--- src/design/cbcs_pkg.sv ---
package cbcs_pkg;

  localparam int FRAME_WIDTH  = 640;
  localparam int FRAME_HEIGHT = 480;

  localparam int COL_W = 10;
  localparam int LVL_W = 8;
  localparam int SUM_W = 28;
  localparam int CNT_W = 19;
  localparam int CFG_W = 10;
  localparam int IDX_W = 2;

  localparam longint PIXELS_PER_FRAME = longint'(FRAME_WIDTH) * longint'(FRAME_HEIGHT);
  localparam longint CNT_FIELD_MAX    = (longint'(1) << CNT_W) - 1;
  localparam longint COUNT_LIMIT_L    =
    (PIXELS_PER_FRAME > CNT_FIELD_MAX) ? CNT_FIELD_MAX : PIXELS_PER_FRAME;
  localparam logic [CNT_W-1:0] COUNT_LIMIT = CNT_W'(COUNT_LIMIT_L);
  localparam logic [COL_W:0]   FRAME_WIDTH_V = (COL_W + 1)'(FRAME_WIDTH);

  localparam int DIV_STEPS = SUM_W;
  localparam int STEP_W    = $clog2(DIV_STEPS);

  localparam logic [LVL_W-1:0] RED_THRESHOLD_RST  = LVL_W'(130);
  localparam logic [LVL_W-1:0] BLUE_THRESHOLD_RST = LVL_W'(50);
  localparam logic [COL_W-1:0] CENTER_COLUMN_RST  = COL_W'(320);
  localparam logic [COL_W-1:0] DEAD_BAND_RST      = COL_W'(30);

  typedef enum logic [IDX_W-1:0] {
    REG_RED_THRESHOLD  = 2'd0,
    REG_BLUE_THRESHOLD = 2'd1,
    REG_CENTER_COLUMN  = 2'd2,
    REG_DEAD_BAND      = 2'd3
  } cfg_index_t;

  typedef enum logic [1:0] {
    STEER_RIGHT  = 2'd0,
    STEER_LEFT   = 2'd1,
    STEER_CENTER = 2'd2
  } steer_t;

  typedef enum logic [1:0] {
    ST_IDLE,
    ST_DIV,
    ST_DONE
  } state_t;

endpackage

--- src/design/color_blob_centroid_steer.sv ---
// Color blob centroid tracker with steering output. Pixels arrive as items with
// their column and red and blue levels; a pixel whose red level is strictly above
// the red threshold, whose blue level is strictly below the blue threshold and
// whose column lies inside the frame is a target, and it adds its column to a
// running sum and raises a target count. The item that carries frame_end is
// accounted like any other and then closes the frame: one result item follows,
// holding the truncated mean column of the targets (0 when none matched), the
// target count and a steering code (0 target right of the dead band, 1 target
// left, 2 centered). A frame streams at one pixel per clock. After the frame_end
// pixel the block is not ready while a restoring divider that shares one 20-bit
// subtract and compare runs 28 steps, one quotient bit per cycle, and then while
// ST_DONE loads the result register. If the previous result has not been taken
// yet, the block waits in ST_DONE until the output register is free. Configuration
// writes take effect at once and are meant to happen only while the block is idle.
module color_blob_centroid_steer (
  input  logic                      clk,
  input  logic                      rst_n,
  input  logic                      cfg_we,
  input  logic [cbcs_pkg::IDX_W-1:0] cfg_index,
  input  logic [cbcs_pkg::CFG_W-1:0] cfg_data,
  input  logic                      in_valid,
  output logic                      in_ready,
  input  logic [cbcs_pkg::COL_W-1:0] in_pixel_column,
  input  logic [cbcs_pkg::LVL_W-1:0] in_red_level,
  input  logic [cbcs_pkg::LVL_W-1:0] in_blue_level,
  input  logic                      in_frame_end,
  output logic                      out_valid,
  input  logic                      out_ready,
  output logic [cbcs_pkg::COL_W-1:0] out_centroid_column,
  output logic [cbcs_pkg::CNT_W-1:0] out_target_count,
  output logic [1:0]                out_steer_action
);
  import cbcs_pkg::*;

  // Configuration registers.
  logic [LVL_W-1:0] red_threshold_r;
  logic [LVL_W-1:0] blue_threshold_r;
  logic [COL_W-1:0] center_column_r;
  logic [COL_W-1:0] dead_band_r;

  // Frame accumulators.
  logic [SUM_W-1:0] column_sum_r, column_sum_nxt;
  logic [CNT_W-1:0] match_count_r, match_count_nxt;

  // Divider state: quot_r starts as the dividend and fills with quotient bits.
  state_t           state_r, state_nxt;
  logic [SUM_W-1:0] quot_r, quot_nxt;
  logic [CNT_W-1:0] rem_r, rem_nxt;
  logic [CNT_W-1:0] divisor_r, divisor_nxt;
  logic [STEP_W-1:0] step_r, step_nxt;

  // Result register.
  logic             out_valid_r, out_valid_nxt;
  logic [COL_W-1:0] out_centroid_r, out_centroid_nxt;
  logic [CNT_W-1:0] out_count_r, out_count_nxt;
  steer_t           out_steer_r, out_steer_nxt;

  logic             in_fire;
  logic             is_target;
  logic [SUM_W:0]   sum_plus;
  logic [SUM_W-1:0] sum_acc;
  logic [CNT_W-1:0] cnt_acc;
  logic [CNT_W:0]   trial;
  logic [CNT_W:0]   trial_diff;
  logic [COL_W-1:0] centroid;
  logic [COL_W:0]   upper_edge;
  logic [COL_W:0]   lower_test;

  assign in_ready  = (state_r == ST_IDLE);
  assign in_fire   = in_valid && in_ready;
  assign out_valid = out_valid_r;
  assign out_centroid_column = out_centroid_r;
  assign out_target_count    = out_count_r;
  assign out_steer_action    = out_steer_r;

  always_ff @(posedge clk) begin
    if (!rst_n) begin
      red_threshold_r  <= RED_THRESHOLD_RST;
      blue_threshold_r <= BLUE_THRESHOLD_RST;
      center_column_r  <= CENTER_COLUMN_RST;
      dead_band_r      <= DEAD_BAND_RST;
    end else if (cfg_we) begin
      unique case (cfg_index_t'(cfg_index))
        REG_RED_THRESHOLD:  red_threshold_r  <= cfg_data[LVL_W-1:0];
        REG_BLUE_THRESHOLD: blue_threshold_r <= cfg_data[LVL_W-1:0];
        REG_CENTER_COLUMN:  center_column_r  <= cfg_data[COL_W-1:0];
        REG_DEAD_BAND:      dead_band_r      <= cfg_data[COL_W-1:0];
        default: ;
      endcase
    end
  end

  // Pixel classification and the saturating accumulate for this pixel.
  always_comb begin
    is_target = ({1'b0, in_pixel_column} < FRAME_WIDTH_V) &&
                (in_red_level > red_threshold_r) &&
                (in_blue_level < blue_threshold_r);
    sum_plus = {1'b0, column_sum_r} + (SUM_W + 1)'(in_pixel_column);
    sum_acc  = column_sum_r;
    cnt_acc  = match_count_r;
    if (is_target && (match_count_r < COUNT_LIMIT)) begin
      cnt_acc = match_count_r + CNT_W'(1);
      sum_acc = sum_plus[SUM_W] ? {SUM_W{1'b1}} : sum_plus[SUM_W-1:0];
    end
  end

  // Shared divider step: one compare and subtract per cycle.
  always_comb begin
    trial      = {rem_r, quot_r[SUM_W-1]};
    trial_diff = trial - {1'b0, divisor_r};
  end

  // Centroid clamp and steering decision on the finished quotient.
  always_comb begin
    if (divisor_r == '0) begin
      centroid = '0;
    end else if (quot_r[SUM_W-1:COL_W] != '0) begin
      centroid = {COL_W{1'b1}};
    end else begin
      centroid = quot_r[COL_W-1:0];
    end
    // centroid - center > dead_band, and centroid - center < -dead_band.
    upper_edge = {1'b0, center_column_r} + {1'b0, dead_band_r};
    lower_test = {1'b0, centroid} + {1'b0, dead_band_r};
  end

  always_ff @(posedge clk) begin
    if (!rst_n) begin
      state_r       <= ST_IDLE;
      column_sum_r  <= '0;
      match_count_r <= '0;
      out_valid_r   <= 1'b0;
    end else begin
      state_r       <= state_nxt;
      column_sum_r  <= column_sum_nxt;
      match_count_r <= match_count_nxt;
      out_valid_r   <= out_valid_nxt;
    end
  end

  always_ff @(posedge clk) begin
    quot_r         <= quot_nxt;
    rem_r          <= rem_nxt;
    divisor_r      <= divisor_nxt;
    step_r         <= step_nxt;
    out_centroid_r <= out_centroid_nxt;
    out_count_r    <= out_count_nxt;
    out_steer_r    <= out_steer_nxt;
  end

  always_comb begin
    state_nxt        = state_r;
    column_sum_nxt   = column_sum_r;
    match_count_nxt  = match_count_r;
    quot_nxt         = quot_r;
    rem_nxt          = rem_r;
    divisor_nxt      = divisor_r;
    step_nxt         = step_r;
    out_valid_nxt    = out_valid_r;
    out_centroid_nxt = out_centroid_r;
    out_count_nxt    = out_count_r;
    out_steer_nxt    = out_steer_r;

    if (out_valid_r && out_ready) begin
      out_valid_nxt = 1'b0;
    end

    unique case (state_r)
      ST_IDLE: begin
        if (in_fire) begin
          if (in_frame_end) begin
            quot_nxt        = sum_acc;
            rem_nxt         = '0;
            divisor_nxt     = cnt_acc;
            step_nxt        = STEP_W'(DIV_STEPS - 1);
            column_sum_nxt  = '0;
            match_count_nxt = '0;
            state_nxt       = ST_DIV;
          end else begin
            column_sum_nxt  = sum_acc;
            match_count_nxt = cnt_acc;
          end
        end
      end
      ST_DIV: begin
        if (!trial_diff[CNT_W]) begin
          rem_nxt  = trial_diff[CNT_W-1:0];
          quot_nxt = {quot_r[SUM_W-2:0], 1'b1};
        end else begin
          rem_nxt  = trial[CNT_W-1:0];
          quot_nxt = {quot_r[SUM_W-2:0], 1'b0};
        end
        step_nxt = step_r - STEP_W'(1);
        if (step_r == '0) begin
          state_nxt = ST_DONE;
        end
      end
      ST_DONE: begin
        if (!out_valid_r || out_ready) begin
          out_valid_nxt    = 1'b1;
          out_centroid_nxt = centroid;
          out_count_nxt    = divisor_r;
          priority if ({1'b0, centroid} > upper_edge) begin
            out_steer_nxt = STEER_RIGHT;
          end else if (lower_test < {1'b0, center_column_r}) begin
            out_steer_nxt = STEER_LEFT;
          end else begin
            out_steer_nxt = STEER_CENTER;
          end
          state_nxt = ST_IDLE;
        end
      end
      default: begin
        state_nxt = ST_IDLE;
      end
    endcase
  end

  // The divider always ends after its last step.
  a_div_finishes: assert property (@(posedge clk) disable iff (!rst_n)
    (state_r == ST_DIV && step_r == '0) |=> (state_r == ST_DONE))
    else $error("divider did not finish after its last step");

  // A closed frame leaves the accumulators cleared.
  a_frame_clears: assert property (@(posedge clk) disable iff (!rst_n)
    (in_fire && in_frame_end) |=> (column_sum_r == '0 && match_count_r == '0))
    else $error("accumulators not cleared after frame end");

  // The target count never passes its limit.
  a_count_limit: assert property (@(posedge clk) disable iff (!rst_n)
    match_count_r <= COUNT_LIMIT)
    else $error("target count above limit");

  // An empty frame reports centroid zero.
  a_empty_frame: assert property (@(posedge clk) disable iff (!rst_n)
    (out_valid_r && out_count_r == '0) |-> (out_centroid_r == '0))
    else $error("empty frame with nonzero centroid");

  // A result is loaded only when the output register is free.
  a_no_overwrite: assert property (@(posedge clk) disable iff (!rst_n)
    (out_valid_r && !out_ready) |=> (out_valid_r && $stable(out_count_r)))
    else $error("pending result overwritten");

endmodule

--- config.mk ---
export PLATFORM = sky130hd
export DESIGN_NAME = color_blob_centroid_steer
export DESIGN_NICKNAME = d
export VERILOG_FILES = /design/src/design/cbcs_pkg.sv /design/src/design/color_blob_centroid_steer.sv
export SDC_FILE = /design/constraint.sdc
export NUM_CORES = 1
export LEC_CHECK = 0
export BUFFER_PORTS_ARGS = -buffer_cell sky130_fd_sc_hd__buf_2
export CAP_MARGIN = 5
export CORE_AREA = 3 3 164 166
export CTS_CLUSTER_SIZE = 8
export DETAILED_ROUTE_END_ITERATION = 8
export DIE_AREA = 0 0 167 169
export GPL_ROUTABILITY_DRIVEN = 0
export PLACE_DENSITY = 0.68
export REMOVE_ABC_BUFFERS = 1
export SLEW_MARGIN = 10
export SYNTH_ARGS = -nofsm -noshare
export SYNTH_HDL_FRONTEND = slang
export SYNTH_SLANG_ARGS = --single-unit
--- constraint.sdc ---
create_clock -name clk -period 8.81 [get_ports clk]
set_input_delay 1.762 -clock clk [delete_from_list [all_inputs] [get_ports clk]]
set_output_delay 1.762 -clock clk [all_outputs]
set_load 0.02 [all_outputs]
==> results.sh <==
export IMPL_outcome="finished clean"
export IMPL_grt_met2_usage=0.319
export IMPL_grt_antenna_before_repair=0
export IMPL_die_width_microns=167
export IMPL_max_stage_delay_ns=0.72
export IMPL_clock_sinks=188
export IMPL_worst_endpoint_required_ns=8.98
export IMPL_max_vdd_ir_drop_uv=98.6
export IMPL_leakage_nw=4.83
export IMPL_clock_tree_root_cell="sky130_fd_sc_hd__clkbuf_16"
export IMPL_place_detailed_hpwl_microns=20400
export IMPL_p_per_area_nw_per_um2=163
export IMPL_port_buffer_count=76
export IMPL_utilization=0.491
export IMPL_maxClockFrequency_ghz=0.199
export IMPL_grt_use_met1=0.281
export IMPL_tritoncts_num_buffers=17
export IMPL_die_height_microns=169
export IMPL_number_of_post_cts_setup_repair_buffers=0
export IMPL_fp_dieArea_sq_um=28200
export IMPL_timing_critical_path_from_type="flip-flop"
export IMPL_hold_violations=0
export IMPL_ctsHtreeMaxLevel=4
export IMPL_num_antenna_cells=0
export IMPL_crit_path_top_delay_cell="sky130_fd_sc_hd__or4_1"
export IMPL_syn_area_per_cell_sq_um=9.27
export IMPL_yosysTopAreaCell="sky130_fd_sc_hd__edfxtp_1"
export IMPL_synth_cell_area_sq_um=11400
export IMPL_crit_path_end_kind="flip-flop"
export IMPL_finalSetupViolCount=0
export IMPL_synth_seq_cells=188
export IMPL_rsz_0062_raised_after_global_routing="false"
export IMPL_tightest_slew_ns=1.09
export IMPL_coreArea_sq_um=25800
export IMPL_netlist_instances=1232
export IMPL_yosysWarningCount=0
export IMPL_max_cap_violations=0
export IMPL_avgViaCountPerCell=5.71
export IMPL_remaining_drc_errors=0
export IMPL_globalRouteOverflowTotal=0
export IMPL_clock_skew_final_ns=0.0133
export IMPL_period_minus_slack_ns=5.02
export IMPL_grt_pass1_vias=8998
export IMPL_post_cts_resized=0
export IMPL_arrival_ns=5.19
export IMPL_met3_track_demand_over_resource_in_global_routing=0.0271
export IMPL_cts_reportedPaths_clkPinSlew_ns=0.07
export IMPL_insertion_delay_ns=0.43
export IMPL_tns_ns=0
export IMPL_critical_path_max_fanout=15
export IMPL_initial_utilization=0.443
export IMPL_crit_family="simple AND/OR/NAND/NOR gates"
export IMPL_min_period_over_period=0.570
export IMPL_cts_hold_fix_buffers=0
export IMPL_criticalPathCategory="reg -> reg"
export IMPL_detailedRoute_firstPassIterationCount=6
export IMPL_grt_max_degree=40
export IMPL_hold_class="reg -> reg"
export IMPL_synth_seq_area_share=0.419
export IMPL_cp_most_frequent_cell="sky130_fd_sc_hd__a21oi_1"
export IMPL_cts_tree="yes"
export IMPL_grt_most_used_layer="met2"
export IMPL_detail_route_iter0_violations=717
export IMPL_slew_headroom=0.262
export IMPL_synth_edf_count=102
export IMPL_drt_wirelength_per_cell_microns=17.1
export IMPL_finalMaxSlewViolations=0
export IMPL_syn_to_final_growth_pct=10.8
export IMPL_synth_common_cells="138 x sky130_fd_sc_hd__nand2_1, 109 x sky130_fd_sc_hd__a21oi_1, 102 x sky130_fd_sc_hd__edfxtp_1, 86 x sky130_fd_sc_hd__dfxtp_1"
export IMPL_ios=77
export IMPL_worstPathCellList="nor4_1 -> nand3_1 -> or4_1 -> o21a_1 -> ha_1 -> a21o_1 -> a21oi_1 -> nor2b_1 -> o221ai_1 -> a22oi_1 -> or3_1 -> a21oi_1 -> xnor2_1 -> ha_1 -> nor4_1 -> o21ai_0 -> o21ai_0 -> a21oi_1"
export IMPL_synth_top_area_share=0.268
export IMPL_std_cell_rows=59
export IMPL_count_of_cell_types_in_the_netlist=74
export IMPL_synthMostInstantiatedCell="sky130_fd_sc_hd__nand2_1"
export IMPL_dominantRegCellSynth="sky130_fd_sc_hd__edfxtp_1"
export IMPL_routed_wl_microns=27800
export IMPL_clock_tree_buffer_depth=2
export IMPL_groute_usage_overall=0.199
export IMPL_cp_num_buf_inv=0
export IMPL_antenna_nets_post_route=0
export IMPL_vias_after_detailed_routing=9278
export IMPL_final_layout_size_suffix_gt1_frac=0.108
export IMPL_cell_types_occupying_the_most_area_after_synthesis="sky130_fd_sc_hd__edfxtp_1 27%, sky130_fd_sc_hd__dfxtp_1 15%, sky130_fd_sc_hd__ha_1 9.1%"
export IMPL_grt_pass1_wl_microns=46000
export IMPL_final_nets=1409
export IMPL_async_reset_ff_frac=0
==> report_power, final <==
| part | total (mW) | internal, mW | switching (mW) | leakage, nW |
|---|---|---|---|---|
| Sequential | 0.983 | 0.959 | 0.0234 | 1.69 |
| Combinational | 0.319 | 0.127 | 0.192 | 2.85 |
| Clock | 0.762 | 0.420 | 0.342 | 0.286 |
==> through the flow <==
stage	worst slack (ns)	cells	instance area (sq um)	hold slack [ns]	total power, mW
final	3.79	1626	12700	0.481	2.06
after floorplan	3.38	1173	11200	0.441	1.22
after detailed placement	3.64	1594	12100	0.472	1.32
after CTS	3.80	1626	12700	0.482	2.07
after global routing	3.39	1626	12700	0.500	2.16
after global placement	3.76	1594	12100	0.466	1.31
==> registers in the layout, summed over array words and instances, names as in the netlist, 8 cells and up <==
register / cells
out_centroid_column: 10
out_target_count: 19
match_count_r: 19
column_sum_r: 28
center_column_r: 10
rem_r: 19
dead_band_r: 10
quot_r: 28
divisor_r: 19
red_threshold_r: 8
blue_threshold_r: 8
==> routing by layer <==
layer | vias up | part of all wire | wire (microns)
met5 | - | 0 | 0
li1 | 4602 | - | -
met4 | 0 | 0.014 | 389
met3 | 31 | 0.056 | 1560
met1 | 4396 | 0.47 | 13200
met2 | 249 | 0.46 | 12700
==> area by class of cell <==
cell class | count | area, sq um
clock buffers | 22 | 475
clock inverters | 10 | 103
fillers | 2359 | 13100
inverters | 71 | 267
multi-input cells | 914 | 6160
flip-flops and latches | 188 | 4780
well taps | 335 | 419
repair buffers | 86 | 455
==> kinds of logic (layout without fill, tap and decap cells) <==
| group | after synthesis | count (layout) | share of synthesized area |
|---|---|---|---|
| muxes | 30 | 30 | 0.0264 |
| and+or+nand+nor | 421 | 421 | 0.185 |
| xor gates and xnor gates | 61 | 61 | 0.0484 |
| adders and majority gates | 90 | 90 | 0.101 |
| AOI/OAI and AO/OA | 312 | 312 | 0.177 |
| buffers and inverters | 130 | 189 | 0.0440 |
| DFF | 188 | 188 | 0.419 |
==> cells in the final DEF, fill, tap and decap left out, types with 12 or more instances in the layout <==
master                        n
sky130_fd_sc_hd__or3_1       15
sky130_fd_sc_hd__mux2i_1     29
sky130_fd_sc_hd__nor2_1      82
sky130_fd_sc_hd__a31oi_1     15
sky130_fd_sc_hd__xor2_1      15
sky130_fd_sc_hd__inv_1       71
sky130_fd_sc_hd__nor2b_1     12
sky130_fd_sc_hd__nor4_1      16
sky130_fd_sc_hd__buf_2       76
sky130_fd_sc_hd__nand4_1     16
sky130_fd_sc_hd__o211ai_1    12
sky130_fd_sc_hd__ha_1        83
sky130_fd_sc_hd__a21oi_1    108
sky130_fd_sc_hd__dfxtp_1     86
sky130_fd_sc_hd__o31ai_1     13
sky130_fd_sc_hd__nand3_1     27
sky130_fd_sc_hd__nand2_1    138
sky130_fd_sc_hd__edfxtp_1   102
sky130_fd_sc_hd__xnor2_1     45
sky130_fd_sc_hd__and4_1      19
sky130_fd_sc_hd__a21o_1      18
sky130_fd_sc_hd__and2_1      14
sky130_fd_sc_hd__and3_1      13
sky130_fd_sc_hd__o21ai_0     51
sky130_fd_sc_hd__clkbuf_16   18
sky130_fd_sc_hd__o21a_1      23
sky130_fd_sc_hd__nor3_1      25
==> worst paths after layout <==
check                                         from                   to  slack, ns  cells past startpoint
worst max-delay path                    quot_r[18]  out_steer_action[1]       3.79                     18
worst min-delay path            center_column_r[3]   center_column_r[3]       0.48                      2
worst max register to register          quot_r[18]  out_steer_action[1]       3.79                     18
worst min register to register  center_column_r[3]   center_column_r[3]       0.48                      2
==> worst min-delay path, cell delays in order, from the launching register on <==
cell and delay [ns]:
sky130_fd_sc_hd__dfxtp_1 0.33, sky130_fd_sc_hd__nand2_1 0.06, sky130_fd_sc_hd__a21oi_1 0.05
No activity file was read; power rests on OpenSTA's default activity.
